### config.mk
export PLATFORM = sky130hd
export DESIGN_NAME = byte_pattern_search_unit
export DESIGN_NICKNAME = d
export VERILOG_FILES = /design/src/sv/bps_pkg.sv /design/src/sv/byte_pattern_search_unit.sv /design/src/sv/bps_window_match.sv
export SDC_FILE = /design/constraint.sdc
export NUM_CORES = 2
export LEC_CHECK = 0
export ABC_CLOCK_PERIOD_IN_PS = 15400
export BUFFER_PORTS_ARGS = -buffer_cell sky130_fd_sc_hd__buf_2
export CORE_MARGIN = 4
export CORE_UTILIZATION = 35
export DETAILED_ROUTE_END_ITERATION = 6
export GPL_ROUTABILITY_DRIVEN = 0
export HOLD_SLACK_MARGIN = 0.05
export PLACE_DENSITY_LB_ADDON = 0.15
export SYNTH_ARGS = -nofsm -noshare
export SYNTH_HDL_FRONTEND = slang
export SYNTH_SLANG_ARGS = --single-unit
### constraint.sdc
create_clock -name clk -period 15.4 [get_ports clk]
set_input_delay 1.54 -clock clk [delete_from_list [all_inputs] [get_ports clk]]
set_output_delay 1.54 -clock clk [all_outputs]
set_load 0.05 [all_outputs]
### src/sv/bps_pkg.sv
// Shared types, constants and helpers for the byte pattern search unit.
// No dependencies; used by the top level and by bps_window_match.
package bps_pkg;

  // Pattern window size and derived widths
  localparam int PAT_MAX   = 32;
  localparam int FILL_W    = $clog2(PAT_MAX + 1);
  localparam int SH_W      = (PAT_MAX > 1) ? $clog2(PAT_MAX) : 1;
  localparam int LEN_W     = 6;
  localparam int CFG_IDX_W = 3;
  localparam int NUM_WORDS = (PAT_MAX + 7) / 8;

  // ASCII case folding
  localparam logic [7:0] CHAR_UPPER_A = 8'h41;
  localparam logic [7:0] CHAR_UPPER_Z = 8'h5A;
  localparam logic [7:0] CASE_OFFSET  = 8'd32;

  localparam logic [31:0] CNT_MAX     = 32'hFFFF_FFFF;
  localparam logic [15:0] HITS_RESET  = 16'd100;

  // Configuration register indexes
  typedef enum logic [CFG_IDX_W-1:0] {
    REG_PAT_WORD0  = 3'd0,
    REG_PAT_WORD1  = 3'd1,
    REG_PAT_WORD2  = 3'd2,
    REG_PAT_WORD3  = 3'd3,
    REG_PAT_LENGTH = 3'd4,
    REG_CASE_INSEN = 3'd5,
    REG_MAX_HITS   = 3'd6
  } reg_idx_t;

  typedef logic [PAT_MAX-1:0][7:0] byte_vec_t;

  // Compare setup handed to the window matcher
  typedef struct packed {
    byte_vec_t          pat;      // folded pattern, entry i lines up with window entry i
    logic [PAT_MAX-1:0] mask;     // 1 for entries inside the pattern length
    logic               fold_en;
  } cmp_cfg_t;

  typedef struct packed {
    logic [63:0] match_address;
    logic [31:0] match_number;
    logic        recorded;
  } result_t;

  // Fold ASCII upper case to lower when enabled
  function automatic logic [7:0] fold_byte(input logic [7:0] c, input logic en);
    logic [7:0] r;
    r = c;
    if (en && (c >= CHAR_UPPER_A) && (c <= CHAR_UPPER_Z)) begin
      r = c + CASE_OFFSET;
    end
    return r;
  endfunction

endpackage

### src/sv/byte_pattern_search_unit.sv
// Top level of the byte pattern search unit: config registers, byte window,
// counters and the result register with skid stage. Depends on bps_pkg, bps_window_match.
//
// Usage:
//   Input words (data byte, address, region-start flag) arrive on in_valid/in_stall,
//   one per cycle unless in_stall is high. Each accepted byte is shifted into a 32-entry
//   window and compared in parallel against the configured pattern; a hit gives one
//   result word (match address, running match number, recorded flag) on
//   out_valid/out_stall. Bytes that do not complete a match give no result.
//   A matching byte's result is registered in the output register or the skid buffer.
//   Throughput: one byte per cycle while in_stall is low; the window compare is a single
//   combinational pass. Stalls: a result held by out_stall stays in the output register;
//   the next result goes into a one-entry skid buffer, and in_stall is raised while that
//   buffer is occupied and after a configuration write or reset.
//   Configuration: cfg_valid/cfg_ready with a register index and 64-bit data. After a
//   write, in_stall is high for one cycle while the aligned pattern is rebuilt.
//   Reset (rst_n low, synchronous): counters, window fill, handshakes and registers
//   return to defaults (length 1, max hits 100); in_stall is high for the first cycle
//   after reset.
module byte_pattern_search_unit (
  input  logic                          clk,
  input  logic                          rst_n,
  // input channel
  input  logic                          in_valid,
  output logic                          in_stall,
  input  logic [7:0]                    in_data_byte,
  input  logic [63:0]                   in_byte_address,
  input  logic                          in_region_start,
  // result channel
  output logic                          out_valid,
  input  logic                          out_stall,
  output logic [63:0]                   out_match_address,
  output logic [31:0]                   out_match_number,
  output logic                          out_recorded,
  // configuration channel
  input  logic                          cfg_valid,
  output logic                          cfg_ready,
  input  logic [bps_pkg::CFG_IDX_W-1:0] cfg_index,
  input  logic [63:0]                   cfg_data
);

  // Configuration registers
  logic [bps_pkg::NUM_WORDS-1:0][63:0] pat_words_r;
  logic [bps_pkg::LEN_W-1:0]           pat_len_r;
  logic                                case_insen_r;
  logic [15:0]                         max_hits_r;
  logic                                cfg_ready_r;
  logic                                cfg_wr;

  // Derived compare setup
  bps_pkg::cmp_cfg_t                   cmp_cfg_r, cmp_cfg_nxt;
  logic [bps_pkg::FILL_W-1:0]          len_eff_r, len_eff_nxt;
  logic [bps_pkg::SH_W-1:0]            len_m1_r, len_m1_nxt;
  logic [15:0]                         limit_r, limit_nxt;
  logic                                pend_r;

  // Stream state
  bps_pkg::byte_vec_t                  wnd_r, wnd_nxt;
  logic [bps_pkg::FILL_W-1:0]          fill_r, fill_nxt;
  logic [31:0]                         cnt_r, cnt_nxt;

  // Output and skid
  bps_pkg::result_t                    out_r, out_nxt;
  bps_pkg::result_t                    skid_r, skid_nxt;
  bps_pkg::result_t                    res_new;
  logic                                out_valid_r, out_valid_nxt;
  logic                                skid_valid_r, skid_valid_nxt;

  logic                                accept;
  logic                                hit;
  logic                                found;
  logic                                out_free;
  logic [bps_pkg::FILL_W-1:0]          fill_base;
  logic [bps_pkg::FILL_W-1:0]          fill_inc;
  logic [bps_pkg::PAT_MAX*8-1:0]       pat_flat;
  bps_pkg::byte_vec_t                  pat_rev;
  bps_pkg::byte_vec_t                  pat_al;
  logic [bps_pkg::SH_W-1:0]            shift_bytes;

  assign cfg_ready = cfg_ready_r;
  assign cfg_wr    = cfg_valid & cfg_ready_r;

  // Configuration register writes; unused indexes are dropped
  always_ff @(posedge clk) begin
    if (!rst_n) begin
      pat_words_r  <= '0;
      pat_len_r    <= bps_pkg::LEN_W'(1);
      case_insen_r <= 1'b0;
      max_hits_r   <= bps_pkg::HITS_RESET;
      cfg_ready_r  <= 1'b0;
    end else begin
      cfg_ready_r <= 1'b1;
      if (cfg_wr) begin
        unique case (bps_pkg::reg_idx_t'(cfg_index))
          bps_pkg::REG_PAT_WORD0:  pat_words_r[0] <= cfg_data;
          bps_pkg::REG_PAT_WORD1:  pat_words_r[1] <= cfg_data;
          bps_pkg::REG_PAT_WORD2:  pat_words_r[2] <= cfg_data;
          bps_pkg::REG_PAT_WORD3:  pat_words_r[3] <= cfg_data;
          bps_pkg::REG_PAT_LENGTH: pat_len_r      <= cfg_data[bps_pkg::LEN_W-1:0];
          bps_pkg::REG_CASE_INSEN: case_insen_r   <= cfg_data[0];
          bps_pkg::REG_MAX_HITS:   max_hits_r     <= cfg_data[15:0];
          default: ;
        endcase
      end
    end
  end

  // Effective length, hit limit and the pattern aligned to the window
  always_comb begin
    if (pat_len_r == '0) begin
      len_eff_nxt = bps_pkg::FILL_W'(1);
    end else if (pat_len_r > bps_pkg::LEN_W'(bps_pkg::PAT_MAX)) begin
      len_eff_nxt = bps_pkg::FILL_W'(bps_pkg::PAT_MAX);
    end else begin
      len_eff_nxt = bps_pkg::FILL_W'(pat_len_r);
    end
    len_m1_nxt  = bps_pkg::SH_W'(len_eff_nxt - bps_pkg::FILL_W'(1));
    shift_bytes = bps_pkg::SH_W'(bps_pkg::FILL_W'(bps_pkg::PAT_MAX) - len_eff_nxt);
    limit_nxt   = (max_hits_r == '0) ? 16'd1 : max_hits_r;

    // window entry i pairs with pattern byte len-1-i
    pat_flat = (bps_pkg::PAT_MAX*8)'(pat_words_r);
    for (int k = 0; k < bps_pkg::PAT_MAX; k++) begin
      pat_rev[k] = pat_flat[(bps_pkg::PAT_MAX-1-k)*8 +: 8];
    end
    pat_al = pat_rev >> {shift_bytes, 3'b000};

    for (int i = 0; i < bps_pkg::PAT_MAX; i++) begin
      cmp_cfg_nxt.mask[i] = (bps_pkg::FILL_W'(i) < len_eff_nxt);
      cmp_cfg_nxt.pat[i]  = bps_pkg::fold_byte(pat_al[i], case_insen_r);
    end
    cmp_cfg_nxt.fold_en = case_insen_r;
  end

  // Derived setup is registered from the configuration registers
  always_ff @(posedge clk) begin
    cmp_cfg_r <= cmp_cfg_nxt;
    len_eff_r <= len_eff_nxt;
    len_m1_r  <= len_m1_nxt;
    limit_r   <= limit_nxt;
  end

  always_ff @(posedge clk) begin
    if (!rst_n) begin
      pend_r <= 1'b1;
    end else begin
      pend_r <= cfg_wr;
    end
  end

  // Input handshake
  assign in_stall = skid_valid_r | pend_r;
  assign accept   = in_valid & ~in_stall;

  // Window shift with the new byte at entry 0
  always_comb begin
    wnd_nxt[0] = in_data_byte;
    for (int k = 1; k < bps_pkg::PAT_MAX; k++) begin
      wnd_nxt[k] = wnd_r[k-1];
    end
  end

  bps_window_match u_match (
    .wnd (wnd_nxt),
    .cfg (cmp_cfg_r),
    .hit (hit)
  );

  // Fill count, match count and the new result
  always_comb begin
    fill_base = in_region_start ? '0 : fill_r;
    fill_inc  = (fill_base < bps_pkg::FILL_W'(bps_pkg::PAT_MAX)) ?
                fill_base + bps_pkg::FILL_W'(1) : fill_base;
    found     = accept & hit & (fill_inc >= len_eff_r);
    fill_nxt  = found ? '0 : fill_inc;
    cnt_nxt   = (found && cnt_r != bps_pkg::CNT_MAX) ? cnt_r + 32'd1 : cnt_r;

    res_new.match_address = in_byte_address - 64'(len_m1_r);
    res_new.match_number  = cnt_nxt;
    res_new.recorded      = (cnt_nxt <= 32'(limit_r));
  end

  always_ff @(posedge clk) begin
    if (!rst_n) begin
      fill_r <= '0;
      cnt_r  <= '0;
    end else if (accept) begin
      fill_r <= fill_nxt;
      cnt_r  <= cnt_nxt;
    end
  end

  always_ff @(posedge clk) begin
    if (accept) begin
      wnd_r <= wnd_nxt;
    end
  end

  // Output register and skid buffer
  assign out_free = ~out_valid_r | ~out_stall;

  always_comb begin
    out_valid_nxt  = out_valid_r;
    out_nxt        = out_r;
    skid_valid_nxt = skid_valid_r;
    skid_nxt       = skid_r;
    if (out_free) begin
      if (skid_valid_r) begin
        out_valid_nxt  = 1'b1;
        out_nxt        = skid_r;
        skid_valid_nxt = 1'b0;
      end else begin
        out_valid_nxt = found;
        out_nxt       = res_new;
      end
    end else if (found) begin
      skid_valid_nxt = 1'b1;
      skid_nxt       = res_new;
    end
  end

  always_ff @(posedge clk) begin
    if (!rst_n) begin
      out_valid_r  <= 1'b0;
      skid_valid_r <= 1'b0;
    end else begin
      out_valid_r  <= out_valid_nxt;
      skid_valid_r <= skid_valid_nxt;
    end
  end

  always_ff @(posedge clk) begin
    out_r  <= out_nxt;
    skid_r <= skid_nxt;
  end

  assign out_valid         = out_valid_r;
  assign out_match_address = out_r.match_address;
  assign out_match_number  = out_r.match_number;
  assign out_recorded      = out_r.recorded;

endmodule

### src/sv/bps_window_match.sv
// Parallel compare of the byte window against the aligned pattern.
// Depends on bps_pkg (types and fold_byte).
module bps_window_match (
  input  bps_pkg::byte_vec_t wnd,
  input  bps_pkg::cmp_cfg_t  cfg,
  output logic               hit
);

  logic [bps_pkg::PAT_MAX-1:0] eq;

  // One byte compare per window entry, entries past the length always pass
  always_comb begin
    for (int i = 0; i < bps_pkg::PAT_MAX; i++) begin
      eq[i] = (bps_pkg::fold_byte(wnd[i], cfg.fold_en) == cfg.pat[i]) | ~cfg.mask[i];
    end
  end

  assign hit = &eq;

endmodule

==> After elaboration in Yosys (flattened, before gate mapping) <==
Cells that the tools add are included.
{ "word_totals": {"ff_bits": 1079, "latch_bits": 0, "ram_bits": 0, "rom_bits": 0, "input_bits": 145, "out_inout_bits": 100, "wordCells": 650, "memories": 0} }
{ "op_classes": {"n_addsub": 69, "multipliers": 0, "div_mod_pow": 0, "magnitude_cmp": 164, "n_eq_ne": 39, "n_shift": 1, "muxes": 73, "bitwise": 75, "n_reduce_logical": 142} }
{ "ops": {"columns": ["operator", "count"], "rows": [
  ["$add A8 B6 Y8 const B", 64],
  ["$ge A8 B7 Y1 const B", 64],
  ["$le A8 B7 Y1 const B", 64],
  ["$mux W8", 64],
  ["$eq A8 B8 Y1", 32],
  ["$shr A256 B8 Y256", 1],
  ["$logic_and A1 B1 Y1", 129],
  ["$mux W97", 1],
  ["$lt A5 B6 Y1 const A", 16],
  ["$sub A64 B5 Y64", 1],
  ["$lt A4 B6 Y1 const A", 8],
  ["$not A1 Y1", 37],
  ["$or A1 B1 Y1", 34],
  ["$add A32 B1 Y32 const B", 1],
  ["$le A32 B16 Y1", 1],
  ["$mux W32", 1],
  ["$ne A32 B32 Y1 const B", 1],
  ["$reduce_and A32 Y1", 1],
  ["$mux W6", 5],
  ["$lt A3 B6 Y1 const A", 4],
  ["$logic_not A16 Y1", 1],
  ["$reduce_and A2 Y1", 8],
  ["$lt A1 B6 Y1 const A", 2],
  ["$lt A2 B6 Y1 const A", 2],
  ["other kinds (14)", 21]
]} }

==> Depth between registers and ports, before layout <==
{ "logic_depth": {"word_depth": 13, "depth_mapped": 29, "depth_no_buf": 26} }

==> Cells and area by module <==
Synthesis repeated with hierarchy kept, for this count alone.
{ "hier_totals": {"hier_cells": 6362, "hier_area_um2": 61288.8} }
{ "by_module_without_submodules": {"columns": ["mod", "instances", "cells_each", "area_per_inst_um2", "seq_area_each_um2"], "rows": [
  ["byte_pattern_search_unit", 1, 5532, 55451.9, 26004.9],
  ["bps_window_match", 1, 830, 5836.8, 0.0]
]} }

==> Worst setup path after synthesis <==
OpenSTA, ideal clock, no wires.
{ "synth_path": {"path_kind": "input -> register", "start": "input in_valid", "end": "register skid_r[0] (netlist name), enable pin", "setup_ns": 0.552, "arrival_time_ns": 12.082, "required_ns": 14.848, "path_slack_ns": 2.766, "cell_stages": 8, "n_path_buf": 0, "path_cell_list": "nand2_1 -> inv_1 -> o21ai_0 -> a221oi_1 -> o2111ai_1 -> nor3_1 -> nand3_1 -> nor2_1"} }
{ "synth_via": {"elab_chain_cells": 4} }
{ "synth_rtl": {"columns": ["item", "line_no", "source"], "rows": [
  ["start: declaration", "byte_pattern_search_unit.sv:24", "input logic in_valid,"],
  ["$and A1 B1 Y1", "byte_pattern_search_unit.sv:153", "assign accept = in_valid & ~in_stall;"],
  ["named net accept", "byte_pattern_search_unit.sv:69", "logic accept;"],
  ["$and A1 B1 Y1 (2 in a row)", "byte_pattern_search_unit.sv:174", "found = accept & hit & (fill_inc >= len_eff_r);"],
  ["$reduce_and A2 Y1 (no source line)", null, null],
  ["end signal: assignment", "byte_pattern_search_unit.sv:234", "skid_r <= skid_nxt;"],
  ["end: declaration", "byte_pattern_search_unit.sv:64", "bps_pkg::result_t skid_r, skid_nxt;"]
]} }
The timed path passes the listed nets, and every way through them passes these cells.
A chain may end at the register's enable or synchronous reset.

==> out/metrics.cfg <==
[run_status]
violations = capacitance limit, slew limit
outcome = finished, violations left

[setup_path]
rr_endpoint = cmp_cfg_r[183]
regToRegStartpoint = pat_len_r[3]
crit_arrival_ns = 7.64
path_buf_inv = 6
path_class = reg2reg
cpPeakStageDelay_ns = 0.80
cpLargestDelayFamily = buffers and inverters
crit_chain = nor4_1 > o21a_2 > inv_8 > ha_2 > buf_4 > inv_8 > buf_4 > buf_4 > buf_4 > mux2i_1 > mux2i_1 > mux2i_1 > and2_1 > or4_1 > nor2_1 > nor3_1 > mux2_2
critPathMostFrequentCell = buf_4
reg2reg_depth = 17
slowest_stage = mux2i_1
critPathLaunchType = flip-flop
rrSetupSlack_ns = 8.40
required_ns = 16.04
crit_fanout = 75
endpoint_kind = flip-flop

[sta]
max_freq_mhz = 143
post-route-min-period_ns = 7.00
setup_violations = 0
worstMarginPinSlew_ns = 1.50
fin_skew_ns = 0.0395
tns_ns = 0
period_share_pct = 45.4
hold_ws_ns = 0.371
rsz0062_at_grt = false
finalHoldViolCount = 0
slew_headroom_pct = -1.30
maxSlewViolCount = 4

[hold_path]
holdCritStartpoint = max_hits_r[12]
hold_end = limit_r[12]
hold_depth = 0
min_path_type = reg2reg

[logic_synthesis]
synth_fa_ha_area_share_pct = 2.20
synth_ff_type = dfxtp_1
synth-edff-count = 442
yosysWarnings = 0
synth-xor-area-share_pct = 5.88
syn-cell-area_um2 = 54900
yosysSeqAreaShare_pct = 47.4
syn_nets = 5925
synth_compound_area_share_pct = 10.6
ys_types = 100
synthMuxAreaShare_pct = 13.8
syn_area_per_cell_um2 = 9.66
synth_cells = 5684
synth-simple-area-share_pct = 16.4
ys_ff_latch = 1078
synthArstFlopShare_pct = 0
synth_top_family_by_area = simple AND/OR/NAND/NOR gates

[global_routing]
track_usage_pct = 24.5
grt_pass1_vias = 41300
grt_max_degree = 158
grt_overflow = 0
grt_antenna_before_repair = 16
grt_pass1_wl_um = 296000

[clocking]
htreeDepth = 3
cts.reportedPaths.clkPinSlew_ns = 0.06
cts_tree = yes
clk_latency_ns = 0.75
numCtsBuffers = 120
cts.path.max_buffers = 3
cts_setup_buffers = 0
cts_hold_buf = 0
ctsRootBufferMaster = clkbuf_16
cts.sinks = 1078
cts_resized = 0

[flow_run]
drv_cap = 1

[placed_design]
placed_area_um2 = 58000
place_hpwl_um = 156000
place.port_buffers = 244

[power]
irDropWorstVdd_uv = 115
p_per_area_nw_per_um2 = 104
fin_total_pwr_uw = 6490
leakagePower_uw = 0.0226

[route]
drc = 0
ant_nets = 0
firstDrtPassIters = 7
initialDrtViolationCount = 4604
wl_per_cell_um = 26.0
via_per_inst = 5.54
routed_wirelength_um = 207000
vias = 44200

[die]
dieArea_um2 = 163000
start_util_pct = 35.2
dieHeight_um = 404
die_w_um = 404
core-area_um2 = 156000
ios = 245
row_count = 145

[finish]
syn_to_final_growth_pct = 13.3
final_cell_mix = nand2_1 (1024), dfxtp_1 (634), mux2i_1 (584)
fillCellCount = 15500
nNetsFinal = 6046
postLayoutCoreUtil_pct = 39.9
final_cell_area_um2 = 62200
register_area_um2 = 26000
final_common_cell = nand2_1
multi_input_area_um2 = 26900
drive_above_1_share_pct = 12.4

[cell families after synthesis]
logic type,count (synthesis)
compound gates,951
fa+ha+maj,96
simple gates,1987
flops,1078
xor+xnor,366
mux,724
buf+inv,482
[worst reg2reg max path: stages (launching register included)]
cell and delay, ns:
dfxtp_1 0.67, nor4_1 0.10, o21a_2 0.26, inv_8 0.41, ha_2 0.47, buf_4 0.22, inv_8 0.45, buf_4 0.67
buf_4 0.61, buf_4 0.67, mux2i_1 0.32, mux2i_1 0.13, mux2i_1 0.80, and2_1 0.29, or4_1 0.12, nor2_1 0.03
nor3_1 0.28, mux2_2 0.37
[cell usage after synthesis, types with 28 or more instances]
master	n	area share, %
mux2_2	125	2.6
xnor2_1	220	3.5
inv_1	158	1.1
nor2_1	315	2.2
and3_1	63	0.72
dfxtp_1	636	23
nand2b_1	29	0.33
nand2_1	1026	7.0
or4_1	30	0.41
nand4_1	46	0.52
nor4_1	50	0.57
a211oi_1	53	0.72
mux2i_1	584	11
a31oi_1	51	0.58
or3_1	28	0.32
buf_2	53	0.48
clkbuf_1	199	1.4
a21oi_1	452	4.1
edfxtp_1	442	24
o21ai_0	139	1.3
nor3_1	100	0.91
and2_1	66	0.75
ha_1	95	2.2
nand3_1	135	1.2
xor2_1	144	2.3
buf_1	36	0.25
[through the flow]
stage	setup WS, ns	instances
detailed placement	7.57	7741
CTS	8.28	7968
floorplan	2.77	5684
global route	7.90	7968
global placement	7.55	7741
finish	8.40	7980
[registers in the layout, indices dropped and copies added, names as in the netlist, 16 cells and up]
signal             cells
cnt_r                 32
skid_r                97
cmp_cfg_r            289
out_match_address     64
limit_r               16
pat_flat             256
out_match_number      32
max_hits_r            16
wnd_nxt              248
[power by group]
part	internal, uW	switching, uW
logic	118	270
registers	3020	48.3
clock network	1800	1240
[area by class of cell]
class,instances,area share [%]
Tap cell,2058,4.14
Multi-Input combinational cell,4124,43.3
Clock buffer,177,5.63
Inverter,162,1.05
Sequential cell,1078,41.8
Antenna cell,12,0.0483
Clock inverter,50,1.11
Timing Repair Buffer,319,2.87
[worst max path at each step]
| stage | start | to | slack [ns] | depth (start not counted) |
|---|---|---|---|---|
| after floorplan | in_valid | skid_r[0] | 2.77 | 8 |
| after global placement | in_valid | out_recorded | 7.55 | 22 |
| after detailed placement | in_valid | out_recorded | 7.57 | 22 |
| after CTS | cmp_cfg_r[0] | out_recorded | 8.28 | 23 |
| after global routing | skid_valid_r | out_recorded | 7.90 | 22 |
| final | pat_len_r[3] | cmp_cfg_r[183] | 8.40 | 17 |
[routing by layer]
metal  GRT usage, %  wire length, um  vias to the layer above
met5              0               33                        -
met3           3.98            14900                      422
li1               -                -                    20400
met4           14.6            14600                        4
met1           33.8            90800                    21500
met2           36.2            86900                     1884
Note: power is estimated with default switching activity, not from simulation.
